`src/hdl/srec_pkg.sv`:
```
// ----------------------------------------------------------------------------
// srec_pkg
// Shared types, codes and saturation helpers for the rain/evaporation/clamp
// cell update.
// ----------------------------------------------------------------------------
package srec_pkg;

  localparam int unsigned LevelW  = 32;
  localparam int unsigned WeightW = 17;
  localparam int unsigned VolW    = 64;
  localparam int unsigned CfgIdxW = 3;
  localparam int unsigned CfgW    = 32;

  // Configuration register indexes
  localparam logic [CfgIdxW-1:0] CFG_RAIN_RATE = 3'd0;
  localparam logic [CfgIdxW-1:0] CFG_EVAP_RATE = 3'd1;
  localparam logic [CfgIdxW-1:0] CFG_TIME_STEP = 3'd2;
  localparam logic [CfgIdxW-1:0] CFG_MIN_DEPTH = 3'd3;
  localparam logic [CfgIdxW-1:0] CFG_CELL_AREA = 3'd4;
  localparam logic [CfgIdxW-1:0] CFG_EVAP_MODE = 3'd5;

  localparam logic [30:0] CellAreaReset = 31'd65536;

  // Operand pairs for the shared multiplier
  typedef enum logic [2:0] {
    MUL_NONE,
    MUL_RAIN_STEP,
    MUL_RAIN_W,
    MUL_EVAP_STEP,
    MUL_RAIN_VOL,
    MUL_EVAP_W,
    MUL_EVAP_VOL,
    MUL_CLAMP_VOL
  } mul_sel_e;

  typedef struct packed {
    logic     load_in;
    mul_sel_e mul_sel;
    logic     ld_eta1;
    logic     ld_ed;
    logic     upd_rain;
    logic     ld_eta2;
    logic     upd_evap;
    logic     finish;
  } srec_cmd_t;

  typedef struct packed {
    logic out_busy;
  } srec_sts_t;

  localparam logic signed [65:0] Sat32Max = 66'sd2147483647;
  localparam logic signed [65:0] Sat32Min = -66'sd2147483648;
  localparam logic signed [64:0] Sat64Max = 65'sh0_7FFF_FFFF_FFFF_FFFF;
  localparam logic signed [64:0] Sat64Min = 65'sh1_8000_0000_0000_0000;

  function automatic logic signed [31:0] sat32(input logic signed [65:0] x);
    logic signed [31:0] r;
    if (x > Sat32Max) begin
      r = 32'sh7FFF_FFFF;
    end else if (x < Sat32Min) begin
      r = 32'sh8000_0000;
    end else begin
      r = signed'(x[31:0]);
    end
    return r;
  endfunction

  function automatic logic signed [63:0] sat_add64(input logic signed [63:0] a,
                                                  input logic signed [48:0] b);
    logic signed [64:0] s;
    logic signed [63:0] r;
    s = 65'(a) + 65'(b);
    if (s > Sat64Max) begin
      r = 64'sh7FFF_FFFF_FFFF_FFFF;
    end else if (s < Sat64Min) begin
      r = 64'sh8000_0000_0000_0000;
    end else begin
      r = signed'(s[63:0]);
    end
    return r;
  endfunction

endpackage

```
`src/hdl/srec_ctrl.sv`:
```
// ----------------------------------------------------------------------------
// srec_ctrl
// Sequencer that steps one cell through the shared multiplier and the
// level/total update registers of the datapath.
// ----------------------------------------------------------------------------
module srec_ctrl (
  input  logic                clk_i,
  input  logic                rst_ni,
  input  logic                in_valid_i,
  output logic                in_ready_o,
  input  srec_pkg::srec_sts_t sts_i,
  output srec_pkg::srec_cmd_t cmd_o
);

  typedef enum logic [3:0] {
    ST_IDLE,
    ST_RD,
    ST_RW,
    ST_ETA1,
    ST_RVOL,
    ST_EW,
    ST_ETA2,
    ST_EVOL,
    ST_CLAMP,
    ST_DONE
  } state_e;

  state_e state_q, state_d;

  always_comb begin
    cmd_o   = '0;
    state_d = state_q;
    case (state_q)
      ST_IDLE: begin
        cmd_o.load_in = in_valid_i;
        if (in_valid_i) begin
          state_d = ST_RD;
        end
      end
      ST_RD: begin
        cmd_o.mul_sel = srec_pkg::MUL_RAIN_STEP;
        state_d       = ST_RW;
      end
      ST_RW: begin
        cmd_o.mul_sel = srec_pkg::MUL_RAIN_W;
        state_d       = ST_ETA1;
      end
      ST_ETA1: begin
        cmd_o.ld_eta1 = 1'b1;
        cmd_o.mul_sel = srec_pkg::MUL_EVAP_STEP;
        state_d       = ST_RVOL;
      end
      ST_RVOL: begin
        cmd_o.ld_ed   = 1'b1;
        cmd_o.mul_sel = srec_pkg::MUL_RAIN_VOL;
        state_d       = ST_EW;
      end
      ST_EW: begin
        cmd_o.upd_rain = 1'b1;
        cmd_o.mul_sel  = srec_pkg::MUL_EVAP_W;
        state_d        = ST_ETA2;
      end
      ST_ETA2: begin
        cmd_o.ld_eta2 = 1'b1;
        state_d       = ST_EVOL;
      end
      ST_EVOL: begin
        cmd_o.mul_sel = srec_pkg::MUL_EVAP_VOL;
        state_d       = ST_CLAMP;
      end
      ST_CLAMP: begin
        cmd_o.upd_evap = 1'b1;
        cmd_o.mul_sel  = srec_pkg::MUL_CLAMP_VOL;
        state_d        = ST_DONE;
      end
      ST_DONE: begin
        // hold until the output register can take the word
        cmd_o.finish = !sts_i.out_busy;
        if (!sts_i.out_busy) begin
          state_d = ST_IDLE;
        end
      end
      default: begin
        state_d = ST_IDLE;
      end
    endcase
  end

  always_ff @(posedge clk_i or negedge rst_ni) begin
    if (!rst_ni) begin
      state_q <= ST_IDLE;
    end else begin
      state_q <= state_d;
    end
  end

  assign in_ready_o = (state_q == ST_IDLE);

endmodule

```
`config.mk`:
```
export PLATFORM = sky130hd
export DESIGN_NAME = srec_ctrl
export DESIGN_NICKNAME = d
export VERILOG_FILES = /design/src/hdl/srec_pkg.sv /design/src/hdl/srec_ctrl.sv
export SDC_FILE = /design/constraint.sdc
export NUM_CORES = 1
export LEC_CHECK = 0
export BUFFER_PORTS_ARGS = -buffer_cell sky130_fd_sc_hd__buf_2
export CAP_MARGIN = 5
export CORE_AREA = 2 2 39 41
export CTS_CLUSTER_SIZE = 20
export DETAILED_ROUTE_END_ITERATION = 7
export DIE_AREA = 0 0 41 43
export GPL_ROUTABILITY_DRIVEN = 0
export PLACE_DENSITY = 0.62
export SLEW_MARGIN = 0
export SYNTH_ARGS = -nofsm -noshare
export SYNTH_HDL_FRONTEND = slang
export SYNTH_SLANG_ARGS = --single-unit
export TNS_END_PERCENT = 5
```
`constraint.sdc`:
```
create_clock -name clk_i -period 2.6 [get_ports clk_i]
set_input_delay 0.52 -clock clk_i [delete_from_list [all_inputs] [get_ports clk_i]]
set_output_delay 0.52 -clock clk_i [all_outputs]
set_load 0.01 [all_outputs]
```
* After elaboration in Yosys (flattened, before gate mapping) *
Index checks and enable logic that the tools add are counted.

storage, ports and cells
  input bits = 4
  word-level logic and storage cells = 26
  register bits after elaboration = 4

operators by class
  equality and inequality tests = 11
  muxes and demuxes = 11
  reduce and logical (&&, ||, !) cells = 3

operators with widths
  operator            number
  $pmux 4 s10         1
  $pmux 3 s7          1
  $eq 4x3->1 const B  4
  $eq 4x2->1 const B  2
  $eq 4x4->1 const B  2
  $mux 4              2
  $mux 1              7
  $eq 4x1->1 const B  1
  $logic_not 4->1     1
  $ne 2x2->1 const B  2
  $reduce_and 2->1    1
  $logic_not 1->1     1

* Logic depth before layout (Yosys ltp) *
Gate-level depths: netlist of run 1.

  depth in word-level cells = 3
  depth in mapped cells = 3
  mapped depth without buffers = 2

* Worst setup path after synthesis of run 1 *
Ideal clock, no wire load.

  path type = register -> output
  start = register state_q[1]
  end = output port cmd_o[9] in the netlist's numbering
  arrival time = 1.073 ns
  cell stages (with the launch flop) = 4
  path slack = 1.007 ns
  cell sequence = dfrtp_1 > buf_4 > nor4_4 > and2_1

RTL lines
  item                      RTL line         RTL
  start: declaration        srec_ctrl.sv:28  state_e state_q, state_d;
  start signal: assignment  srec_ctrl.sv:93  state_q <= state_d;
  end: declaration          srec_ctrl.sv:12  output srec_pkg::srec_cmd_t cmd_o

==> results.txt, run 1 <==
- The flow ran to the end, and the final reports show no timing, DRC or antenna violations.
- Number of global-route vias before repair: between 200 and 300
- Maximum number of pins on one net before global-route repair: 16
- Synth top area share: 27.7%
- R2r setup slk: roughly 1.4 ns
* Fin. max-slew vios: 0
- The routed design could run at a clock period as short as ~2.1 ns.
* Top_reg_cell synth: dfrtp_1
* Type of destination of the critical path: output pin
* Clock latency of the later-clocked register in the worst-skew pair: approximately 0.23 ns
- Area overhead of the layout relative to synthesis: 24.2%
- Critical path startpoint: state_q[3]
- Placed instance count: 66
- Post-detailed-route count of antenna-violating nets: 0
* Detail-routed via count per cell: a little under 5
- Buffers inserted to repair hold after CTS numbered 0.
* Worst vdd rail ir drop: about 0.31 mV
- In this run, post-CTS repair resized a total of 0 instances.
- Routed via count: 334
- Cell leakage power: between 0.0002 and 0.00025 µW
* Slew margin rel.: 70.7%
* Global-route wire length before repair: about 1200 µm
* Number of standard cells in the layout, taps in and fillers out: between 60 and 70
- The synthesized design contains 4 register bits.
* CTS root buf: clkbuf_4
* Number of antenna violations at the first check in global routing: 0
- Count of input and output buffers: 14
* Worst hold slack: around 0.086 ns
- Htree depth: 1
- Measured along the y axis, the die boundary spans 43 µm.
* Cell area power density: ~1300 nW/µm²
- After synthesis, the mean cell area works out to ~9 µm².
* Critical path peak fanout: 15
- Cell area after synthesis: ~360 µm²
- For the final database, setup skew stands at around 0.0025 ns.
- Type of element launching the critical path: flip-flop
- The critical path is of the flip-flop to output pin type.
* Adder-cell share of the synthesized area: 0%
- 0 antenna diodes ended up in the layout.
- Summing the areas of all compound-gate instances in the mapped netlist gives 21.1% of the synthesized area.
- Synthesis instantiated 24 different standard cells from the library.
- The region available for standard cell placement spans around 1400 µm².
- The die covers between 1500 and 2000 µm².
- Max-cap violations in this run came to 0.
* Clock Pin Slew Worst Setup and Hold Paths: 0.04 ns
* Tcrit/Tclk final: around four fifths
- Adding up every negative setup slack in the final design gives 0 ns.
- Counting along the longest clock path gives a buffer depth of 2.
- Class of the tightest hold or removal check: input pin to asynchronous set/reset pin
* WP data arrival: approximately 1.6 ns
- In the routed design, unresolved DRC markers number 0.
* Clock tree from TritonCTS: yes
- Fraction of final layout cells sized beyond drive strength 1: 41.5%
* Max reg flops: 4
* Number of enable-type register cells in the synthesized netlist: 0
* Half-perimeter wire length of the detailed placement result: approximately 560 µm
- Following the worst setup path forward leads to its endpoint at cmd_o[6].
- Wire per inst: roughly 10 µm
- Dominant cells by area after synthesis: dfrtp_1, or3b_1, nand2b_1
- The final hold violation count was 0.
- The design draws 584 µW.
* Post-CTS Setup Repair Bufs: 0
- The first detailed-routing pass took 3 iterations.
- During I/O placement, the number of pins put on the boundary was 15.
- Synth Instances: 40
- For this configuration, the core starts out at a cell density of roughly a quarter.
- Die Span X: between 40 and 50 µm
- STA puts the critical path data required time at roughly 2.1 ns.
- Number of failing setup endpoints in the final timing report: 0
- Of the total synthesized cell area, the portion taken by XOR and XNOR cells is 0%.
- Gr ovfl total: 0
* Biggest register: state_q
* Main combinational cell family by area after synthesis: simple AND/OR/NAND/NOR gates
* Registers with the most flip-flops: state_q: 4 flops
* RSZ-0062 raised after global routing: false
* Count of warnings emitted by yosys: 0
- Multiplexer cells account for 0% of the synthesized area.
- In this run the critical register-to-register path is launched from state_q[3].
* Library cell with the largest summed area after synthesis: dfrtp_1
- At the end of the flow, the number of nets in the layout was between 50 and 60.
* Number of design-rule violations left by the first detailed-router iteration: 3
- Summing the areas of all and, or, nand and nor instances in the mapped netlist gives about 43% of the synthesized area.
- The share of the Yosys chip area taken by registers is about 28%.
* Overall Global Routing Usage: approximately a tenth
* Slew at the pin closest to its max-slew limit: 0.440 ns
- Number of cell rows: 14
* Aggregate routed wire length: between 700 and 800 µm
- The endpoint identified for the worst register-to-register timing path is state_q[3].
- Of all flip-flops after synthesis, the portion carrying an async set or reset was 100%.
- Counting the buffers created by CTS gives 3.
- For this run, the top clock speed supported by timing is around 0.47 GHz.
* Worst r2r path cells: 2
- When the netlist entered floorplanning its net count stood at 44.
- The tree built by TritonCTS fans out to 4 sinks.
cell usage in the layout, fill, tap and decap left out:
cell type and count:
o211ai_2 1, a21bo_1 1, nand3b_1 1, buf_2 14
clkbuf_4 3, or2b_1 1, nor2b_1 2, nand2_1 2
dfrtp_1 4, nor2_1 2, or3b_1 3, or4b_4 1
inv_1 1, a211oi_1 1, nand2b_1 4, o22ai_2 1
a21oi_1 2, nor3_1 3, a21boi_1 1, o21ai_2 1
and2_1 1, nor4_4 1, o21a_1 1, nor4_1 1
where the power goes:
part / switching [µW] / internal (µW)
clock network: 22.0 / 51.4
registers: 104 / 91.6
logic: 146 / 168
logic make-up (layout without fill, tap and decap cells):
group / Yosys count / after routing
AND/OR/NAND/NOR: 22 / 22
flip-flops: 4 / 4
AO/OA/AOI/OAI: 9 / 9
buffers and inverters: 5 / 18
cell usage after synthesis, types with 2 or more instances:
master,count
nor2b_1,2
nor3_1,3
nor2_1,2
nand2b_1,4
a21oi_1,2
buf_4,2
nand2_1,2
buf_2,2
dfrtp_1,4
or3b_1,3
through the flow:
step	util, %	setup WS (ns)	instance area (µm²)
6_report	32.5	0.473	449
2_1_floorplan	-	1.01	362
4_1_cts	32.5	0.451	449
3_5_place_dp	30.8	0.709	427
5_1_grt	32.5	0.331	449
3_3_place_gp	30.8	0.712	427
routing by layer:
layer / part of all wire, % / track usage (%)
met5: 0 / 0
met4: 0 / 6.00
met3: 5.6 / 4.71
met2: 55 / 16.3
met1: 40 / 9.39
worst min path at each step:
stage	start	endpoint	slack (ns)
detailed placement	rst_ni	state_q[1]	0.33
global placement	rst_ni	state_q[2]	0.33
finish	rst_ni	state_q[1]	0.09
global route	rst_ni	state_q[0]	0.07
CTS	rst_ni	state_q[2]	0.08
floorplan	rst_ni	state_q[0]	0.22
layout make-up:
class | instances | area [µm²]
fill | 155 | 935
multi-input combinational | 31 | 233
sequential | 4 | 100
timing repair buffer | 14 | 70.1
clock buffer | 3 | 22.5
tap | 16 | 20.0
inverter | 1 | 3.75
critical path: stages, from the launching register on:
cell and delay [ns]:
dfrtp_1 0.60, or4b_4 0.55, o211ai_2 0.09, buf_2 0.15
No activity file was read; power rests on OpenSTA's default activity.
==> run 2, diff against run 1 <==
Settings changed: PLACE_DENSITY 0.62 to 0.64.
Clock period 2.6 ns to 1.8 ns, I/O delays scaled along.
==> run 2 against run 1 <==
  * Power rose by 66%
  * Via count rose by 7.2%
  * Wire length rose by 15%
  * Clock power rose by 51%
  * Final cell count rose by 12%
  * Clock skew fell by 0.0014 ns
  * Flip-flop and latch count did not move
  * Worst setup slack got worse by 0.44 ns
  * First-iteration DRC count fell by 67%
  * Sequential power fell by 10%
  * Combinational power rose by 120%
  * Critical endpoint unchanged
  * Largest cell class unchanged
==> results.txt, run 2 (synthesis gave the netlist of run 1 again) <==
* DIE AREA: 1760 µm² (unchanged)
- Number of buffers inserted during clock tree synthesis: 3 (unchanged)
- Number of standard cells in the layout, taps in and fillers out: 77 (+12%)
- The filler cell count in the final layout came to 151 (-2.6%).
- Number of antenna violations at the first check in global routing: 0 (unchanged)
- Type of the setup path with the least slack: flip-flop to output pin
- From synthesis to final layout, the design area changed by 41.9%.
- The number of flip-flops in the largest register was 4 (unchanged).
* R2r setup slk: 0.68 ns (-0.74 ns)
* Aggregate routed wire length: 817 µm (+15%)
- The effective utilization at floorplan is 26.1% (unchanged).
- Clock period minus final worst setup slack: roughly 1.8 ns
- Fraction of final layout cells sized beyond drive strength 1: 49.2% (+7.7 points)
- The pre-CTS setup slack is 0.237 ns (-0.472 ns).
- Counting flops per register, the top entry is state_q.
- Largest stage delay, worst path: 0.55 ns (-0.05 ns)
- Hold-critical path depth: 3
- The number of nets at the end of the flow came to 67 (+14%).
* Post-layout total power: 967 µW (+66%)
* Number of global-route vias before repair: 333 (+21%)
- Placeable core region: 1380 µm² (unchanged)
- Worst vdd rail ir drop: 0.702 mV (+130%)
* Number of failing setup endpoints in the final timing report: 0 (unchanged)
- Clock Sink Count: 4 (unchanged)
* Maximum root-to-sink buffer count: 2 (unchanged)
- The largest driver fanout on the critical path is 4 (-11).
- The worst slew slack as a fraction of its limit was 81.7% (+11 points).
* CP max-delay cell: or4b_4
- The run finished with clean final reports.
* DRC errors left: 0 (unchanged)
* Clock latency of the later-clocked register in the worst-skew pair: 0.23 ns (about the same)
- Fin. max-slew vios: 0 (unchanged)
- Slew at the pin closest to its max-slew limit: 0.272 ns (-0.167 ns)
* Cell area power density: 1890 nW/µm² (+45%)
* Cell leakage power: 0.000254 µW (+18%)
- Setup repair after global routing could not meet its margin everywhere.
- The via count normalized by instance count is 4.65 (-4.0%).
- Worst reg2reg path endpoint: state_q[3]
- CTS root buf: clkbuf_4
- Final worst setup slack: 0.0342 ns (-0.438 ns)
- The post-route core utilization is 37.1% (+4.6 points).
* Worst r2r path cells: 3 (+1)
- The placement row count is 14 (unchanged).
- Type of destination of the critical path: output pin
- The path with the worst hold slack has its endpoint at state_q[0].
- STA classifies the critical path startpoint as a flip-flop.
- The via count came to 358 (+7.2%).
- Max_cap viols: 0 (unchanged)
* Gr ovfl total: 0 (unchanged)
- Wire per inst: 10.6 µm (+3.1%)
- The number of search-and-repair iterations in the first detailed-routing pass is 2 (-1).
* Maximum number of pins on one net before global-route repair: 12 (-4)
- In this run the most critical hold path is launched from sts_i.
* Number of design-rule violations left by the first detailed-router iteration: 1 (-2)
- The count of nets left with antenna violations after detail routing came to 0 (unchanged).
- The largest registers in the layout are state_q: 4 flops.
- The library cell used most frequently in the layout, excluding fill and tap cells, is buf_2.
- Clock tree from TritonCTS: yes
- The number of I/O pins is 15 (unchanged).
- The height of the chip came to 43 µm (unchanged).
* Half-perimeter wire length of the detailed placement result: 610 µm (+9.7%)
* List of cells traversed by the critical path: or4b_4, o211ai_2, buf_2
- The post-route clock skew is 0.00110 ns (-0.00140 ns).
- The clock slew at the register clock pins of the worst setup and hold paths was 0.04 ns (about the same).
* Global-route wire length before repair: 1370 µm (+19%)
* Count of input and output buffers: 14 (unchanged)
* Hold violation count in the final report: 0 (unchanged)
* Placed instance count: 71 (+7.6%)
- Derived from the worst setup path, the maximum achievable clock frequency is between 0.5 and 0.6 GHz.
- The top cell types in the final layout, fill and taps aside, are buf_2, buf_4, nand2b_1.
* Area occupied by multi-input gates: 233 µm² (unchanged)
* Critical register-to-register path startpoint: state_q[2]
* WP data arrival: 1.41 ns (-0.20 ns)
- Die Span X: 41 µm (unchanged)
* Post-Route Setup TNS: 0 ns (unchanged)
- Overall Global Routing Usage: 11.1% (+1.1 points)
* Class of the tightest hold or removal check: input pin to flip-flop
- Required time at the worst-slack endpoint: 1.44 ns (-0.64 ns)
* Total area of sequential cells: 101 µm² (+1.2%)
- Htree depth: 1 (unchanged)
- Of the available clock period, the critical path in the final layout requires 98.1%.
- Diode count: 0 (unchanged)
## run 2: through the flow
stage / cell area, µm² / hold slack, ns
global route: 513 / 0.415
floorplan: 362 / 0.0644
global placement: 464 / 0.172
finish: 513 / 0.412
CTS: 505 / 0.401
detailed placement: 464 / 0.172
## run 2: worst max-delay path by stage
| stage | to | from | cells past startpoint |
|---|---|---|---|
| final | cmd_o[6] | state_q[0] | 3 |
| after global routing | cmd_o[6] | state_q[1] | 3 |
| after CTS | cmd_o[6] | state_q[2] | 3 |
| after detailed placement | cmd_o[6] | state_q[0] | 3 |
| after global placement | cmd_o[6] | state_q[0] | 3 |
| after floorplan | cmd_o[9] | state_q[1] | 3 |
## run 2: critical path, delay by kind of cell (launching register included)
family                 cells  cell delay [ns]
AO/OA/AOI/OAI              1             0.09
flip-flops                 1             0.40
buffers and inverters      1             0.14
AND/OR/NAND/NOR            1             0.55
## run 2: report_power, final
| part | total (µW) | leakage (µW) | switching, µW | internal (µW) |
|---|---|---|---|---|
| logic | 680 | 0.000191 | 346 | 333 |
| registers | 176 | 0.0000490 | 39.7 | 136 |
| clock network | 111 | 0.0000138 | 36.8 | 74.6 |
| total | 967 | 0.000254 | 423 | 544 |
## run 2: final cells by class
cell class / count / area share, %
Clock buffer: 3 / 4.39
Inverter: 1 / 0.732
Multi-Input combinational cell: 31 / 45.4
Sequential cell: 4 / 19.8
Tap cell: 16 / 3.90
Timing Repair Buffer: 22 / 25.9
## run 2: layer usage
layer / track usage [%] / vias up / part of all wire, %
li1: - / 184 / -
met1: 15.0 / 167 / 42
met2: 16.3 / 7 / 53
met3: 1.57 / 0 / 4.8
met4: 6.00 / 0 / 0
met5: 0 / - / 0
## run 2: timing repair
action / CTS / global route
setup buffers: 1 / 1
gates resized for setup: 1 / 0
hold buffers: 1 / 0
endpoints found under the hold margin: 4 / 0
gates cloned: 0 / 0
setup endpoints to repair: 2 / 2
